**src/hw/rtl/pnl_pkg.sv**
```systemverilog
// ----------------------------------------------------------------------------
// pnl_pkg
// Shared constants, codes and controller-to-datapath command type for the
// periodic neighbour list engine.
// ----------------------------------------------------------------------------
package pnl_pkg;

    localparam int PNL_MAX_PARTICLES = 64;
    localparam int PNL_COORD_BITS    = 20;

    localparam int CFG_DATA_W = 42;
    localparam int CFG_IDX_W  = 3;
    localparam int BOX_W      = 20;
    localparam int CUT_W      = 42;
    localparam int SLOT_CFG_W = 7;
    localparam int IDX_PORT_W = 6;
    localparam int CNT_PORT_W = 6;

    localparam logic [1:0] CMD_WRITE = 2'd0;
    localparam logic [1:0] CMD_BUILD = 2'd1;
    localparam logic [1:0] CMD_COUNT = 2'd2;
    localparam logic [1:0] CMD_CHECK = 2'd3;

    localparam logic [1:0] MODE_LIST    = 2'd0;
    localparam logic [1:0] MODE_CONTACT = 2'd1;
    localparam logic [1:0] MODE_MOVE    = 2'd2;

    localparam logic [CFG_IDX_W-1:0] REG_BOX_WIDTH         = 3'd0;
    localparam logic [CFG_IDX_W-1:0] REG_BOX_HEIGHT        = 3'd1;
    localparam logic [CFG_IDX_W-1:0] REG_PERIODIC_ON       = 3'd2;
    localparam logic [CFG_IDX_W-1:0] REG_LIST_CUTOFF_SQ    = 3'd3;
    localparam logic [CFG_IDX_W-1:0] REG_CONTACT_CUTOFF_SQ = 3'd4;
    localparam logic [CFG_IDX_W-1:0] REG_MAX_MOVE_SQ       = 3'd5;
    localparam logic [CFG_IDX_W-1:0] REG_BOUNDARY_COUNT    = 3'd6;
    localparam logic [CFG_IDX_W-1:0] REG_PARTICLE_COUNT    = 3'd7;

    // Per-cycle commands from the controller to the datapath
    typedef struct packed {
        logic       wr_pos;     // store request position at addr
        logic       latch_a;    // capture reference particle from read data
        logic       snap_prev;  // copy read position into previous store
        logic       acc_clr;    // clear pair counter and row accumulator
        logic       issue;      // send pair (a, slot at addr) into the pipe
        logic       keep;       // pair qualifies (list and move modes)
        logic       row_load;   // load bitmap row shifter
        logic       row_zero;   // row is outside last build: load zeros
        logic       row_wr;     // write accumulated row at addr
        logic       emit;       // launch one result
        logic       emit_last;  // result closes the request
        logic [1:0] mode;       // MODE_LIST, MODE_CONTACT or MODE_MOVE
    } pnl_cmd_t;

endpackage

```
**src/hw/rtl/pnl_ctrl.sv**
```systemverilog
// ----------------------------------------------------------------------------
// pnl_ctrl
// Request sequencer: walks particle pairs for build, count and check and
// issues per-cycle commands to the datapath.
// ----------------------------------------------------------------------------
module pnl_ctrl #(
    parameter int MAX_PARTICLES = pnl_pkg::PNL_MAX_PARTICLES
) (
    input  logic                                clk,
    input  logic                                rst_n,
    input  logic                                start,
    input  logic [1:0]                          command,
    input  logic [pnl_pkg::IDX_PORT_W-1:0]      particle_index,
    input  logic [pnl_pkg::SLOT_CFG_W-1:0]      boundary_count,
    input  logic [pnl_pkg::SLOT_CFG_W-1:0]      particle_count,
    input  logic                                pipe_busy,
    output logic                                busy,
    output pnl_pkg::pnl_cmd_t                   cmd,
    output logic [$clog2(MAX_PARTICLES)-1:0]    addr
);
    import pnl_pkg::*;

    localparam int IW = $clog2(MAX_PARTICLES);
    localparam int NW = $clog2(MAX_PARTICLES + 1);
    localparam int NE = (NW > SLOT_CFG_W) ? NW : SLOT_CFG_W;

    localparam logic [3:0] S_IDLE    = 4'd0;
    localparam logic [3:0] S_B_LOAD  = 4'd1;
    localparam logic [3:0] S_B_LATCH = 4'd2;
    localparam logic [3:0] S_B_SCAN  = 4'd3;
    localparam logic [3:0] S_B_DRAIN = 4'd4;
    localparam logic [3:0] S_C_LATCH = 4'd5;
    localparam logic [3:0] S_C_SCAN  = 4'd6;
    localparam logic [3:0] S_C_DRAIN = 4'd7;
    localparam logic [3:0] S_K_SCAN  = 4'd8;
    localparam logic [3:0] S_K_DRAIN = 4'd9;

    logic [3:0]    state_reg, state_next;
    logic [NE-1:0] i_reg, i_next, j_reg, j_next, lim_reg, lim_next;
    logic [NE-1:0] bnd_snap_reg, bnd_snap_next, n_snap_reg, n_snap_next;
    logic          built_reg, built_next;
    logic [1:0]    mode_reg, mode_next;
    logic [IW-1:0] idx_reg, idx_next;

    logic [IW-1:0] idx_tab [64];
    logic [IW-1:0] idx_map;
    logic [NE-1:0] bnd_w, n_w;
    logic          row_ok;

    // Fold the request index onto the slot range
    for (genvar k = 0; k < 64; k++)
    begin : g_idx_tab
        assign idx_tab[k] = IW'(k % MAX_PARTICLES);
    end

    assign idx_map = idx_tab[particle_index];
    assign bnd_w   = NE'(boundary_count);
    assign n_w     = (NE'(particle_count) > NE'(MAX_PARTICLES)) ? NE'(MAX_PARTICLES)
                                                                : NE'(particle_count);
    assign row_ok  = built_reg && (NE'(idx_reg) >= bnd_snap_reg)
                               && (NE'(idx_reg) < n_snap_reg);
    assign busy    = (state_reg != S_IDLE);

    always_comb
    begin
        state_next    = state_reg;
        i_next        = i_reg;
        j_next        = j_reg;
        lim_next      = lim_reg;
        bnd_snap_next = bnd_snap_reg;
        n_snap_next   = n_snap_reg;
        built_next    = built_reg;
        mode_next     = mode_reg;
        idx_next      = idx_reg;
        cmd           = '0;
        cmd.mode      = mode_reg;
        addr          = i_reg[IW-1:0];
        case (state_reg)
            S_IDLE:
            begin
                addr = idx_map;
                if (start)
                begin
                    case (command)
                        CMD_WRITE:
                            cmd.wr_pos = 1'b1;
                        CMD_BUILD:
                        begin
                            bnd_snap_next = bnd_w;
                            n_snap_next   = n_w;
                            built_next    = 1'b1;
                            lim_next      = n_w;
                            mode_next     = MODE_LIST;
                            i_next        = bnd_w;
                            if (bnd_w < n_w)
                                state_next = S_B_LOAD;
                        end
                        CMD_COUNT:
                        begin
                            idx_next   = idx_map;
                            mode_next  = MODE_CONTACT;
                            state_next = S_C_LATCH;
                        end
                        CMD_CHECK:
                        begin
                            mode_next   = MODE_MOVE;
                            cmd.acc_clr = 1'b1;
                            i_next      = bnd_w;
                            lim_next    = n_w;
                            state_next  = (bnd_w < n_w) ? S_K_SCAN : S_K_DRAIN;
                        end
                        default:
                            state_next = S_IDLE;
                    endcase
                end
            end
            S_B_LOAD:
                state_next = S_B_LATCH;
            S_B_LATCH:
            begin
                cmd.latch_a   = 1'b1;
                cmd.snap_prev = 1'b1;
                cmd.acc_clr   = 1'b1;
                j_next        = '0;
                state_next    = S_B_SCAN;
            end
            S_B_SCAN:
            begin
                addr      = j_reg[IW-1:0];
                cmd.issue = 1'b1;
                cmd.keep  = (j_reg != i_reg);
                if (j_reg == lim_reg - NE'(1))
                    state_next = S_B_DRAIN;
                else
                    j_next = j_reg + NE'(1);
            end
            S_B_DRAIN:
            begin
                if (!pipe_busy)
                begin
                    cmd.row_wr    = 1'b1;
                    cmd.emit      = 1'b1;
                    cmd.emit_last = (i_reg + NE'(1) == lim_reg);
                    if (i_reg + NE'(1) == lim_reg)
                        state_next = S_IDLE;
                    else
                    begin
                        i_next     = i_reg + NE'(1);
                        state_next = S_B_LOAD;
                    end
                end
            end
            S_C_LATCH:
            begin
                cmd.latch_a  = 1'b1;
                cmd.row_load = 1'b1;
                cmd.row_zero = !row_ok;
                cmd.acc_clr  = 1'b1;
                j_next       = '0;
                state_next   = S_C_SCAN;
            end
            S_C_SCAN:
            begin
                addr      = j_reg[IW-1:0];
                cmd.issue = 1'b1;
                cmd.keep  = 1'b1;
                if (j_reg == NE'(MAX_PARTICLES - 1))
                    state_next = S_C_DRAIN;
                else
                    j_next = j_reg + NE'(1);
            end
            S_C_DRAIN:
            begin
                addr = idx_reg;
                if (!pipe_busy)
                begin
                    cmd.emit      = 1'b1;
                    cmd.emit_last = 1'b1;
                    state_next    = S_IDLE;
                end
            end
            S_K_SCAN:
            begin
                cmd.issue = 1'b1;
                cmd.keep  = 1'b1;
                if (i_reg == lim_reg - NE'(1))
                    state_next = S_K_DRAIN;
                else
                    i_next = i_reg + NE'(1);
            end
            S_K_DRAIN:
            begin
                if (!pipe_busy)
                begin
                    cmd.emit      = 1'b1;
                    cmd.emit_last = 1'b1;
                    state_next    = S_IDLE;
                end
            end
            default:
                state_next = S_IDLE;
        endcase
    end

    always_ff @(posedge clk or negedge rst_n)
    begin
        if (!rst_n)
        begin
            state_reg    <= S_IDLE;
            i_reg        <= '0;
            j_reg        <= '0;
            lim_reg      <= '0;
            bnd_snap_reg <= '0;
            n_snap_reg   <= '0;
            built_reg    <= 1'b0;
            mode_reg     <= MODE_LIST;
            idx_reg      <= '0;
        end
        else
        begin
            state_reg    <= state_next;
            i_reg        <= i_next;
            j_reg        <= j_next;
            lim_reg      <= lim_next;
            bnd_snap_reg <= bnd_snap_next;
            n_snap_reg   <= n_snap_next;
            built_reg    <= built_next;
            mode_reg     <= mode_next;
            idx_reg      <= idx_next;
        end
    end

    a_no_issue_idle: assert property (@(posedge clk) disable iff (!rst_n)
        (state_reg == S_IDLE) |-> !cmd.issue)
        else $error("pair issued while idle");

    a_emit_drained: assert property (@(posedge clk) disable iff (!rst_n)
        cmd.emit |-> !pipe_busy)
        else $error("result launched with pairs in flight");

    a_scan_bound: assert property (@(posedge clk) disable iff (!rst_n)
        (state_reg == S_B_SCAN) |-> (j_reg < lim_reg))
        else $error("build scan past slot limit");

    a_emit_next: assert property (@(posedge clk) disable iff (!rst_n)
        cmd.emit |=> ((state_reg == S_IDLE) || (state_reg == S_B_LOAD)))
        else $error("unexpected state after result");

endmodule

```
**config.mk**
```make
export PLATFORM = sky130hd
export DESIGN_NAME = pnl_ctrl
export DESIGN_NICKNAME = d
export VERILOG_FILES = /design/src/hw/rtl/pnl_pkg.sv /design/src/hw/rtl/pnl_ctrl.sv
export SDC_FILE = /design/constraint.sdc
export NUM_CORES = 1
export LEC_CHECK = 0
export ABC_CLOCK_PERIOD_IN_PS = 5490
export BUFFER_PORTS_ARGS = -buffer_cell sky130_fd_sc_hd__buf_2
export CAP_MARGIN = 10
export CORE_UTILIZATION = 41
export DETAILED_ROUTE_END_ITERATION = 10
export GPL_TIMING_DRIVEN = 0
export PLACE_DENSITY = 0.62
export REMOVE_ABC_BUFFERS = 1
export SETUP_SLACK_MARGIN = 0.05
export SYNTH_ARGS = -nofsm -noshare
export SYNTH_HDL_FRONTEND = slang
export SYNTH_SLANG_ARGS = --single-unit
export TNS_END_PERCENT = 20
```
**constraint.sdc**
```tcl
create_clock -name clk -period 5.49 [get_ports clk]
set_clock_uncertainty 0.15 [all_clocks]
set_input_delay 1.098 -clock clk [delete_from_list [all_inputs] [get_ports clk]]
set_output_delay 1.098 -clock clk [all_outputs]
set_load 0.02 [all_outputs]
```
After elaboration in Yosys (flattened, before gate mapping)
Memory sizes are Yosys's and may differ from the RTL's.
Cells that the tools add are included.
Widths: inputs -> output; s select.

word-level totals
  flip-flop bits (word level) = 48
  latch bits = 0
  input bits = 26
  memory bits (writable) = 0
  memories = 1
  logic and storage cells = 109
  output and inout bits = 20
  ROM bits = 384

operators by class
  muxes and demuxes = 39
  equal/unequal tests = 30
  order comparisons = 5
  $mul = 0
  reduce and logical (&&, ||, !) cells = 21
  shift-type cells = 0
  divide/modulo/power cells = 0
  bitwise logic cells = 1
  add/subtract/negate cells = 3

memories
  memory           depth  width  rd ports  clocked after memory_dff  write ports  RTL line        RTL
  (no name shown)  64     6      1         0                         0            pnl_ctrl.sv:56  assign idx_map = idx_tab[particle_index];

operator list
  operator             number
  $mux 7               8
  $pmux 7 s3           2
  $pmux 4 s9           1
  $mux 4               7
  $ne 2x2->1 const B   11
  $eq 7x7->1           3
  $pmux 6 s3           1
  $eq 4x3->1 const B   4
  $reduce_and 3->1     5
  $add 7x1->7 const B  2
  $mux 6               2
  $pmux 4 s3           1
  $mux 1               10
  $reduce_or 2->1      5
  $reduce_bool 3->1    3
  $eq 4x2->1 const B   2
  $eq 4x4->1 const B   2
  $pmux 2 s2           2
  $reduce_and 8->1     1
  $eq 7x6->1 const B   1
  $ge 6x7->1           1
  $ge 7x7->1 const B   1
  $gt 7x7->1 const B   1
  $lt 6x7->1           1
  other kinds (19)     22

Logic depth before layout (Yosys ltp)
Gate-level depths: netlist (run 1).

  word-level depth = 7
  gate-level depth with buffers = 12

Worst setup path after synthesis (run 1)
No wires, ideal clock.

  kind = register to output
  start point = register i_reg[0]
  end point = output cmd[2] in the netlist's numbering
  slack = 2,014 ps
  data required time = 4,242 ps
  stages on the path, launching flop included = 10
  path buffers = 1
  arrival = 2,228 ps
  cell sequence = dfrtp_1 ha_1 and4_1 buf_2 a211oi_2 nand3_1 a2111oi_2 a22oi_1 o21a_1 nor2_1

RTL lines
  item                    RTL line         RTL
  start, declared         pnl_ctrl.sv:39   logic [NE-1:0] i_reg, i_next, j_reg, j_next, lim_reg, lim_next;
  start signal, assigned  pnl_ctrl.sv:222  i_reg <= i_next;
  end, declared           pnl_ctrl.sv:18   output pnl_pkg::pnl_cmd_t cmd,

==> results of run 1 <==
[worst max-delay path, stage by stage (launching register included)]
cell	delay, ns
dfrtp_1	0.49
ha_1	0.31
and4_1	0.28
a211oi_2	0.23
nand3_1	0.10
a2111oi_2	0.50
a22oi_1	0.15
o21a_1	0.21
nor2_1	0.07
buf_2	0.16
[cell families after synthesis]
group | Yosys count | synth area share [%]
buffers and inverters | 62 | 9.297
adder cells (fa/ha/maj) | 20 | 6.479
AO/OA/AOI/OAI | 125 | 22.38
AND/OR/NAND/NOR | 122 | 17.04
XOR/XNOR | 33 | 7.483
multiplexers | 20 | 6.220
flip-flops | 48 | 31.10
[final cells by class]
class                           count  area, um2  share of cell area, %
Inverter                           25      93.84                  2.304
Clock inverter                      2      12.51                 0.3072
Multi-Input combinational cell    320       2307                  56.65
Timing Repair Buffer               47      250.2                  6.144
Tap cell                          111      138.9                  3.410
Clock buffer                        5      68.82                  1.690
Sequential cell                    48       1201                  29.49
[cells in the mapped netlist (3+ instances only)]
master | n | area share, %
a21o_1 | 3 | 0.58
or3_1 | 6 | 0.97
buf_6 | 4 | 1.2
o211ai_1 | 3 | 0.58
nand2b_1 | 5 | 0.81
ha_1 | 20 | 6.5
o21bai_1 | 3 | 0.58
buf_2 | 6 | 0.78
o31ai_1 | 4 | 0.78
dfrtp_1 | 48 | 31
nand3_1 | 12 | 1.6
nand2_1 | 31 | 3.0
nand4_1 | 5 | 0.81
and3_1 | 5 | 0.81
a2111oi_0 | 3 | 0.68
clkbuf_8 | 6 | 2.1
a22oi_1 | 14 | 2.7
inv_1 | 24 | 2.3
nor2_1 | 22 | 2.1
a31oi_1 | 3 | 0.49
mux2_4 | 4 | 1.6
nor3b_1 | 3 | 0.58
a2bb2oi_1 | 5 | 1.1
nand3b_1 | 3 | 0.58
o21a_1 | 4 | 0.78
mux2_2 | 16 | 4.7
o21ai_0 | 39 | 5.1
nor3_1 | 11 | 1.4
clkbuf_1 | 11 | 1.1
xnor2_1 | 24 | 5.4
buf_4 | 6 | 1.2
a21oi_1 | 17 | 2.2
xor2_1 | 9 | 2.0
[layer usage]
layer	vias to the layer above	global-route usage [%]	wire, um
met5	-	0	0
met4	0	5.769	187
met1	1572	29.30	4551
met2	79	33.62	4454
li1	1582	-	-
met3	16	2.553	347
[worst max-delay path by stage]
stage | from | end | cells past startpoint
final | i_reg[0]$_DFFE_PN0P_ | cmd[2] | 9
after global routing | i_reg[0]$_DFFE_PN0P_ | cmd[2] | 9
after CTS | state_reg[0]$_DFFE_PN0P_ | addr[4] | 5
after detailed placement | state_reg[0]$_DFFE_PN0P_ | addr[4] | 5
after global placement | particle_count[6] | state_reg[2]$_DFFE_PN0P_ | 10
after floorplan | i_reg[0]$_DFFE_PN0P_ | cmd[2] | 8
[metrics by stage]
stage / hold slack (ns) / area [um2]
after global placement: 0.3099 / 3961
after global routing: 0.3545 / 4073
after CTS: 0.3370 / 4048
after detailed placement: 0.3148 / 3966
after floorplan: 0.2845 / 3597
final: 0.3317 / 4073
[power breakdown]
group | internal, mW | switching (mW)
registers | 0.496 | 0.289
logic | 0.688 | 0.817
clock network | 0.0866 | 0.123
total | 1.27 | 1.23
==> metrics.cfg, run 1 <==
[timing]
fmax_ghz=0.2466
setup-violations-final=0
final_hold_viol_count=0
rsz0062_at_grt=false
slew_headroom_pct=34.04
setup_tns_ns=0
final.min_clock_period_ns=4.056
fin_crit_sh_pct=73.88
maxSlewViolCount=0
tightest_slew_ns=0.9840
timing.final.ws_setup_ns=1.434

[critical_path]
rrSetupSlack_ns=2.51
rr_endpoint=j_reg[6]$_DFFE_PN0P_
critPathKind=flop to output pin
r2r_cells=8
r2r-start=lim_reg[0]$_DFFE_PN0P_
endpoint_kind=output pin
arrival_ns=2.81
critPathLaunchType=flop
worstPathRequired_ns=4.24
cp_max_fo=7

[layout]
final_common_cell=dfrtp_1
fin_cells=558
finalNetCount=493
fill_cells=939
area_growth_pct=5.442
final_layout_size_suffix_gt1_share_pct=21.03
final_core_util_pct=44.29
antenna_cells=0
most-common-layout-cells=48 x dfrtp_1, 46 x buf_2, 39 x o21ai_0, 31 x nand2_1

[clock_tree]
cts.repair.resized=0
tritoncts=built
clock_path_buffers=2
htreeDepth=2
cts_setup_buffers=0
ctsHoldBuffers=0
cts-root-buf=clkbuf_8
clock_latency_ns=0.30
clkSlewWorstSetupHoldPaths_ns=0.09
numCtsBuffers=5
cts_sinks=48

[yosys]
synthCells=430
syn_avg_cell_area_um2=8.982
yosysSeqAreaShare_pct=31.10
yosysWarnings=0
ys_ff_latch=48
ys_async_sr_fraction_pct=100.0
ys.flop_type=dfrtp_1
syn_area_um2=3862
synth_edf_count=0
synth.distinct_cells=74

[drt]
wire_per_inst_um=17.10
via_count=3249
ant_nets=0
via_per_inst=5.823
drt_iter0_drc=205
dr.pass1.iters=4
finalWirelength_mm=9.541
drc_errors=0

[power_and_ir_drop]
p_per_area_nw_per_um2=613.8
p_total_mw=2.500
p_leak_nw=1.776
vdd_drop_max_mv=0.1976

[outcome]
outcome=finished clean

[global_route]
gr-total-overflow=0
antenna_found_initial=0
grt_pass1_vias=3099
grt_usage_pct=20.78
grt_start_max_net_pins=49
grt_first_pass_wirelength_mm=16.01

[floorplan]
die_h_um=99.06
row_count=35
ios=46
die_w_um=99.06
die_area_um2=9813
core_um2=9196
start_util_pct=42.00

[min_path]
hold_start=built_reg$_DFFE_PN0P_
hold_path_class=flop to flop
whs_path_depth=1
whs_endpoint=built_reg$_DFFE_PN0P_

[place]
gp_congestion=0.8220
dp.cells=549
port_buffers=45
hpwlAfterDp_mm=7.211
pre_cts_ws_ns=1.721

[flow_run]
drv_cap=0

No activity file was read; power rests on OpenSTA's default activity.
==> run 2, diff against run 1 <==
Settings changed: ABC_CLOCK_PERIOD_IN_PS 5490 to 3850.
Clock period 5.49 ns to 3.85 ns, I/O delays scaled along.
==> metrics.cfg, run 2 (synthesis gave the netlist of run 1 again) <==
[outcome]
outcome=finished clean  ; unchanged

[floorplan]
die_w_um=99.06  ; unchanged
die_area_um2=9813  ; unchanged
start_util_pct=42.00  ; unchanged
row_count=35  ; unchanged
core_um2=9196  ; unchanged
die_h_um=99.06  ; unchanged
ios=46  ; unchanged

[timing]
final_hold_viol_count=0  ; unchanged
slew_headroom_pct=34.34  ; was 34.04%
maxSlewViolCount=0  ; unchanged
final.min_clock_period_ns=3.594
hold_slack_ns=0.1897  ; was 0.3317 ns
tightest_slew_ns=0.9796  ; was 0.9840 ns
rsz0062_at_grt=false  ; unchanged
setup-violations-final=0  ; unchanged
fin_crit_sh_pct=93.34
fmax_ghz=0.2783
setup_tns_ns=0  ; unchanged

[global_route]
grt_first_pass_wirelength_mm=16.01  ; unchanged
gr-total-overflow=0  ; unchanged
grt_start_max_net_pins=49  ; unchanged
grt_usage_pct=20.78  ; unchanged
grt_pass1_vias=3099  ; unchanged
antenna_found_initial=0  ; unchanged

[clock_tree]
clock_path_buffers=2  ; unchanged
clock_latency_ns=0.30  ; about the same
cts_setup_buffers=0  ; unchanged
clkSlewWorstSetupHoldPaths_ns=0.09  ; about the same
cts_sinks=48  ; unchanged
numCtsBuffers=5  ; unchanged
ctsHoldBuffers=0  ; unchanged
tritoncts=built  ; unchanged
cts-root-buf=clkbuf_8  ; unchanged
htreeDepth=2  ; unchanged

[layout]
final_layout_size_suffix_gt1_share_pct=21.03  ; unchanged
finalNetCount=493  ; unchanged
final_common_cell=dfrtp_1  ; unchanged
area_growth_pct=5.766  ; was 5.442%
most-common-layout-cells=48 x dfrtp_1, 46 x buf_2, 39 x o21ai_0, 31 x nand2_1  ; unchanged
antenna_cells=0  ; unchanged

[critical_path]
r2r_cells=8  ; unchanged
worstPathRequired_ns=2.93  ; was 4.24 ns
r2r-start=lim_reg[0]$_DFFE_PN0P_  ; unchanged
rr_endpoint=j_reg[6]$_DFFE_PN0P_  ; unchanged
endpoint_kind=output pin  ; unchanged
rrSetupSlack_ns=0.86  ; was 2.51 ns
critPathLaunchType=flop  ; unchanged
cp_max_fo=7  ; unchanged
arrival_ns=2.67  ; was 2.81 ns
critPathKind=flop to output pin  ; unchanged

[drt]
drc_errors=0  ; unchanged
drt_iter0_drc=177  ; was 205
ant_nets=0  ; unchanged
dr.pass1.iters=5  ; was 4
wire_per_inst_um=17.17  ; was 17.10 um
via_per_inst=5.824  ; was 5.823
via_count=3250  ; was 3249
finalWirelength_mm=9.581  ; was 9.541 mm

[place]
hpwlAfterDp_mm=7.211  ; unchanged
gp_congestion=0.8220  ; unchanged
port_buffers=45  ; unchanged

[power_and_ir_drop]
p_per_area_nw_per_um2=877.3  ; was 613.8 nW/um2
p_leak_nw=1.776  ; about the same
vdd_drop_max_mv=0.2827  ; was 0.1976 mV

[min_path]
hold_path_class=primary input to asynchronous set/reset pin  ; was flop to flop

[flow_run]
drv_cap=0  ; unchanged

run 2: cell counts in the layout (fill, tap and decap cells not counted):
Identical to the previous run, type by type.
run 2: final cells by class:
| class | instances | area [um2] |
|---|---|---|
| clock inverter | 2 | 12.51 |
| sequential | 48 | 1201 |
| multi-input combinational | 320 | 2320 |
| fill | 938 | 5111 |
| clock buffer | 5 | 68.82 |
| timing repair buffer | 47 | 250.2 |
| tap | 111 | 138.9 |
| inverter | 25 | 93.84 |
run 2: power by group:
group / internal (mW) / total [mW] / switching (mW)
clock network: 0.124 / 0.300 / 0.176
registers: 0.708 / 1.12 / 0.408
logic: 0.985 / 2.17 / 1.18
run 2: repair_timing:
action                                  4_1_cts  5_1_grt
gates resized for setup                       0        1
endpoints found under the setup margin        0        1
endpoints found under the hold margin         0        0
run 2: how the worst max path moves through the flow:
| stage | start | end | depth (start not counted) |
|---|---|---|---|
| after floorplan | i_reg[0]$_DFFE_PN0P_ | cmd[2] | 8 |
| after global placement | particle_count[6] | state_reg[2]$_DFFE_PN0P_ | 10 |
| after detailed placement | state_reg[0]$_DFFE_PN0P_ | addr[4] | 5 |
| after CTS | state_reg[0]$_DFFE_PN0P_ | addr[4] | 5 |
| after global routing | i_reg[0]$_DFFE_PN0P_ | cmd[2] | 8 |
| final | i_reg[0]$_DFFE_PN0P_ | cmd[2] | 8 |
run 2: stage by stage:
stage / total power, mW / setup WS (ns) / cells / cell area, um2 / util [%]
after global placement: 3.199 / 0.4310 / 549 / 3961 / 43.07
after global routing: 3.904 / 0.06350 / 558 / 4085 / 44.42
after floorplan: 2.687 / 0.7624 / 393 / 3597 / -
final: 3.584 / 0.2564 / 558 / 4085 / 44.42
after detailed placement: 3.266 / 0.4088 / 549 / 3966 / 43.13
after CTS: 3.573 / 0.06515 / 556 / 4048 / 44.01
run 2: worst max-delay path, stage by stage (launching register included):
cell and delay [ns]:
dfrtp_1 0.53, ha_1 0.30, and4_1 0.36, a21oi_1 0.15
a2111oi_4 0.46, a22oi_1 0.13, o21a_1 0.21, nor2_1 0.07
buf_2 0.16
run 2: layer usage:
layer	up-vias	wire, um	track usage, %
li1	1580	-	-
met1	1582	4557	29.30
met2	72	4527	33.62
met3	16	308	2.553
met4	0	188	5.769
met5	-	0	0
==> run 3, diff against run 2 <==
Settings changed: CORE_ASPECT_RATIO set to 2, CTS_CLUSTER_DIAMETER set to 30.
==> metrics.cfg, run 3 (synthesis gave the netlist of run 1 again) <==
[critical_path]
rrSetupSlack_ns=0.77  ; was 0.86 ns
endpoint_kind=output pin  ; unchanged
rr_endpoint=j_reg[6]$_DFFE_PN0P_  ; unchanged
r2r_cells=8  ; unchanged
cp_top_family=compound AO/OA/AOI/OAI gates  ; unchanged
path_cells=ha_1 > and4_1 > a211oi_2 > nand3_1 > a2111oi_4 > a22oi_1 > o21a_1 > nor2_1 > buf_2  ; was ha_1 > and4_1 > a21oi_1 > a2111oi_4 > a22oi_1 > o21a_1 > nor2_1 > buf_2
crit_path_top_delay_cell=dfrtp_1  ; unchanged
crit_start=i_reg[0]$_DFFE_PN0P_  ; unchanged
r2r-start=lim_reg[0]$_DFFE_PN0P_  ; unchanged
cp.depth=9  ; was 8
worstPathRequired_ns=2.93  ; about the same
arrival_ns=2.73  ; was 2.67 ns
cp_max_fo=7  ; unchanged
critPathKind=flop to output pin  ; unchanged
critPathMaxStageDelay_ns=0.48  ; was 0.53 ns
crit_buf_inv=1  ; unchanged
critPathLaunchType=flop  ; unchanged

[place]
port_buffers=45  ; unchanged
gp_congestion=0.8518  ; was 0.8220
hpwlAfterDp_mm=8.039  ; was 7.211 mm
dpl_cell_area_um2=3955  ; was 3966 um2

[clock_tree]
cts.repair.resized=1  ; was 0
ctsHoldBuffers=0  ; unchanged
htreeDepth=2  ; unchanged
cts-root-buf=clkbuf_16  ; was clkbuf_8
clkSlewWorstSetupHoldPaths_ns=0.07  ; was 0.09 ns
tritoncts=built  ; unchanged
cts_sinks=48  ; unchanged
cts_setup_buffers=0  ; unchanged
numCtsBuffers=5  ; unchanged
clock_latency_ns=0.29  ; was 0.30 ns
clock_path_buffers=2  ; unchanged

[drt]
via_per_inst=5.956  ; was 5.824
via_count=3270  ; was 3250
drt_iter0_drc=258  ; was 177
wire_per_inst_um=18.95  ; was 17.17 um
finalWirelength_mm=10.40  ; was 9.581 mm
dr.pass1.iters=5  ; unchanged
ant_nets=0  ; unchanged
drc_errors=0  ; unchanged

[timing]
fin_crit_sh_pct=94.80  ; was 93.34%
setup-violations-final=0  ; unchanged
maxSlewViolCount=0  ; unchanged
final_hold_viol_count=0  ; unchanged
slew_headroom_pct=34.19  ; was 34.34%
rsz0062_at_grt=false  ; unchanged
setup_tns_ns=0  ; unchanged
tightest_slew_ns=0.9819  ; was 0.9796 ns
final.min_clock_period_ns=3.650  ; was 3.594 ns
hold_slack_ns=0.1960  ; was 0.1897 ns
fmax_ghz=0.2740  ; was 0.2783 GHz

[global_route]
grt_usage_pct=21.92  ; was 20.78%
grt_first_pass_wirelength_mm=16.48  ; was 16.01 mm
grt_pass1_vias=3104  ; was 3099
gr-total-overflow=0  ; unchanged
grt_start_max_net_pins=49  ; unchanged
antenna_found_initial=0  ; unchanged

[layout]
antenna_cells=0  ; unchanged
area_growth_pct=6.835  ; was 5.766%
fin_area_um2=4126  ; was 4085 um2
most-common-layout-cells=48 x dfrtp_1, 46 x buf_2, 39 x o21ai_0, 31 x nand2_1  ; unchanged
fill_cells=895  ; was 938
finalNetCount=493  ; unchanged
final_layout_size_suffix_gt1_share_pct=20.81  ; was 21.03%
final_common_cell=dfrtp_1  ; unchanged

[outcome]
outcome=finished clean  ; unchanged

[floorplan]
start_util_pct=42.57  ; was 42.00%
die_h_um=139.3  ; was 99.06 um
row_count=49  ; was 35
die_area_um2=9836  ; was 9813 um2
ios=46  ; unchanged
core_um2=9074  ; was 9196 um2
die_w_um=70.63  ; was 99.06 um

[power_and_ir_drop]
p_comb_share_pct=58.7  ; was 60.5%
vdd_drop_max_mv=0.4579  ; was 0.2827 mV
p_leak_nw=1.803  ; was 1.776 nW
switching_share_pct=48.45  ; was 49.30%
power.internal_mw=1.935  ; was 1.817 mW
power_frac_clock_pct=11.5  ; was 8.4%
pwr-share-seq_pct=29.8  ; was 31.1%
p_switching_mw=1.819  ; was 1.767 mW
p_per_area_nw_per_um2=909.6  ; was 877.3 nW/um2

[flow_run]
drv_cap=0  ; unchanged

[min_path]
hold_path_class=primary input to asynchronous set/reset pin  ; unchanged

==> run 3: cell count changes in the layout (fill, tap and decap cells not counted) <==
cell / before / now
clkbuf_1: 0 / 1
clkbuf_16: 0 / 5
clkbuf_8: 5 / 0
clkinvlp_4: 1 / 0
==> run 3: layer usage <==
metal	vias to the layer above	part of all wire (%)	global-route usage (%)	routed length, um
li1	1576	-	-	-
met1	1609	37	22.57	3835
met2	69	57	42.67	5965
met3	16	3.0	3.403	314
met4	0	2.7	8.947	286
met5	-	0	0	0
==> run 3: per-stage QoR <==
stage,total power [mW],util (%),std cells,setup slack [ns]
CTS,3.744,45.20,547,0.05264
global route,4.022,45.48,549,0.07608
floorplan,2.687,-,393,0.7624
detailed placement,3.294,43.59,540,0.3356
global placement,3.215,43.53,540,0.3800
finish,3.753,45.48,549,0.2003
==> run 3: power groups by stage <==
stage                     Sequential, mW  Clock (mW)  Combinational (mW)
after floorplan                    0.995           0                1.69
final                               1.12       0.431                2.20
after global routing                1.16       0.452                2.41
after CTS                           1.11       0.436                2.20
after detailed placement            1.12           0                2.17
after global placement              1.11           0                2.10
==> run 3: final cells by class <==
cell class | instances | area (um2) | area share, %
multi-input combinational | 320 | 2320 | 56.22
sequential | 48 | 1201 | 29.11
timing repair buffer | 47 | 250.2 | 6.064
clock buffer | 6 | 128.9 | 3.123
tap | 102 | 127.6 | 3.093
inverter | 25 | 93.84 | 2.274
clock inverter | 1 | 5.005 | 0.1213
==> run 3: worst max-delay path by stage <==
stage                                    end  slack (ns)
floorplan                             cmd[2]        0.76
finish                                cmd[2]        0.20
global placement                      cmd[2]        0.38
detailed placement  state_reg[0]$_DFFE_PN0P_        0.34
CTS                                  addr[4]        0.05
global route                          cmd[2]        0.08
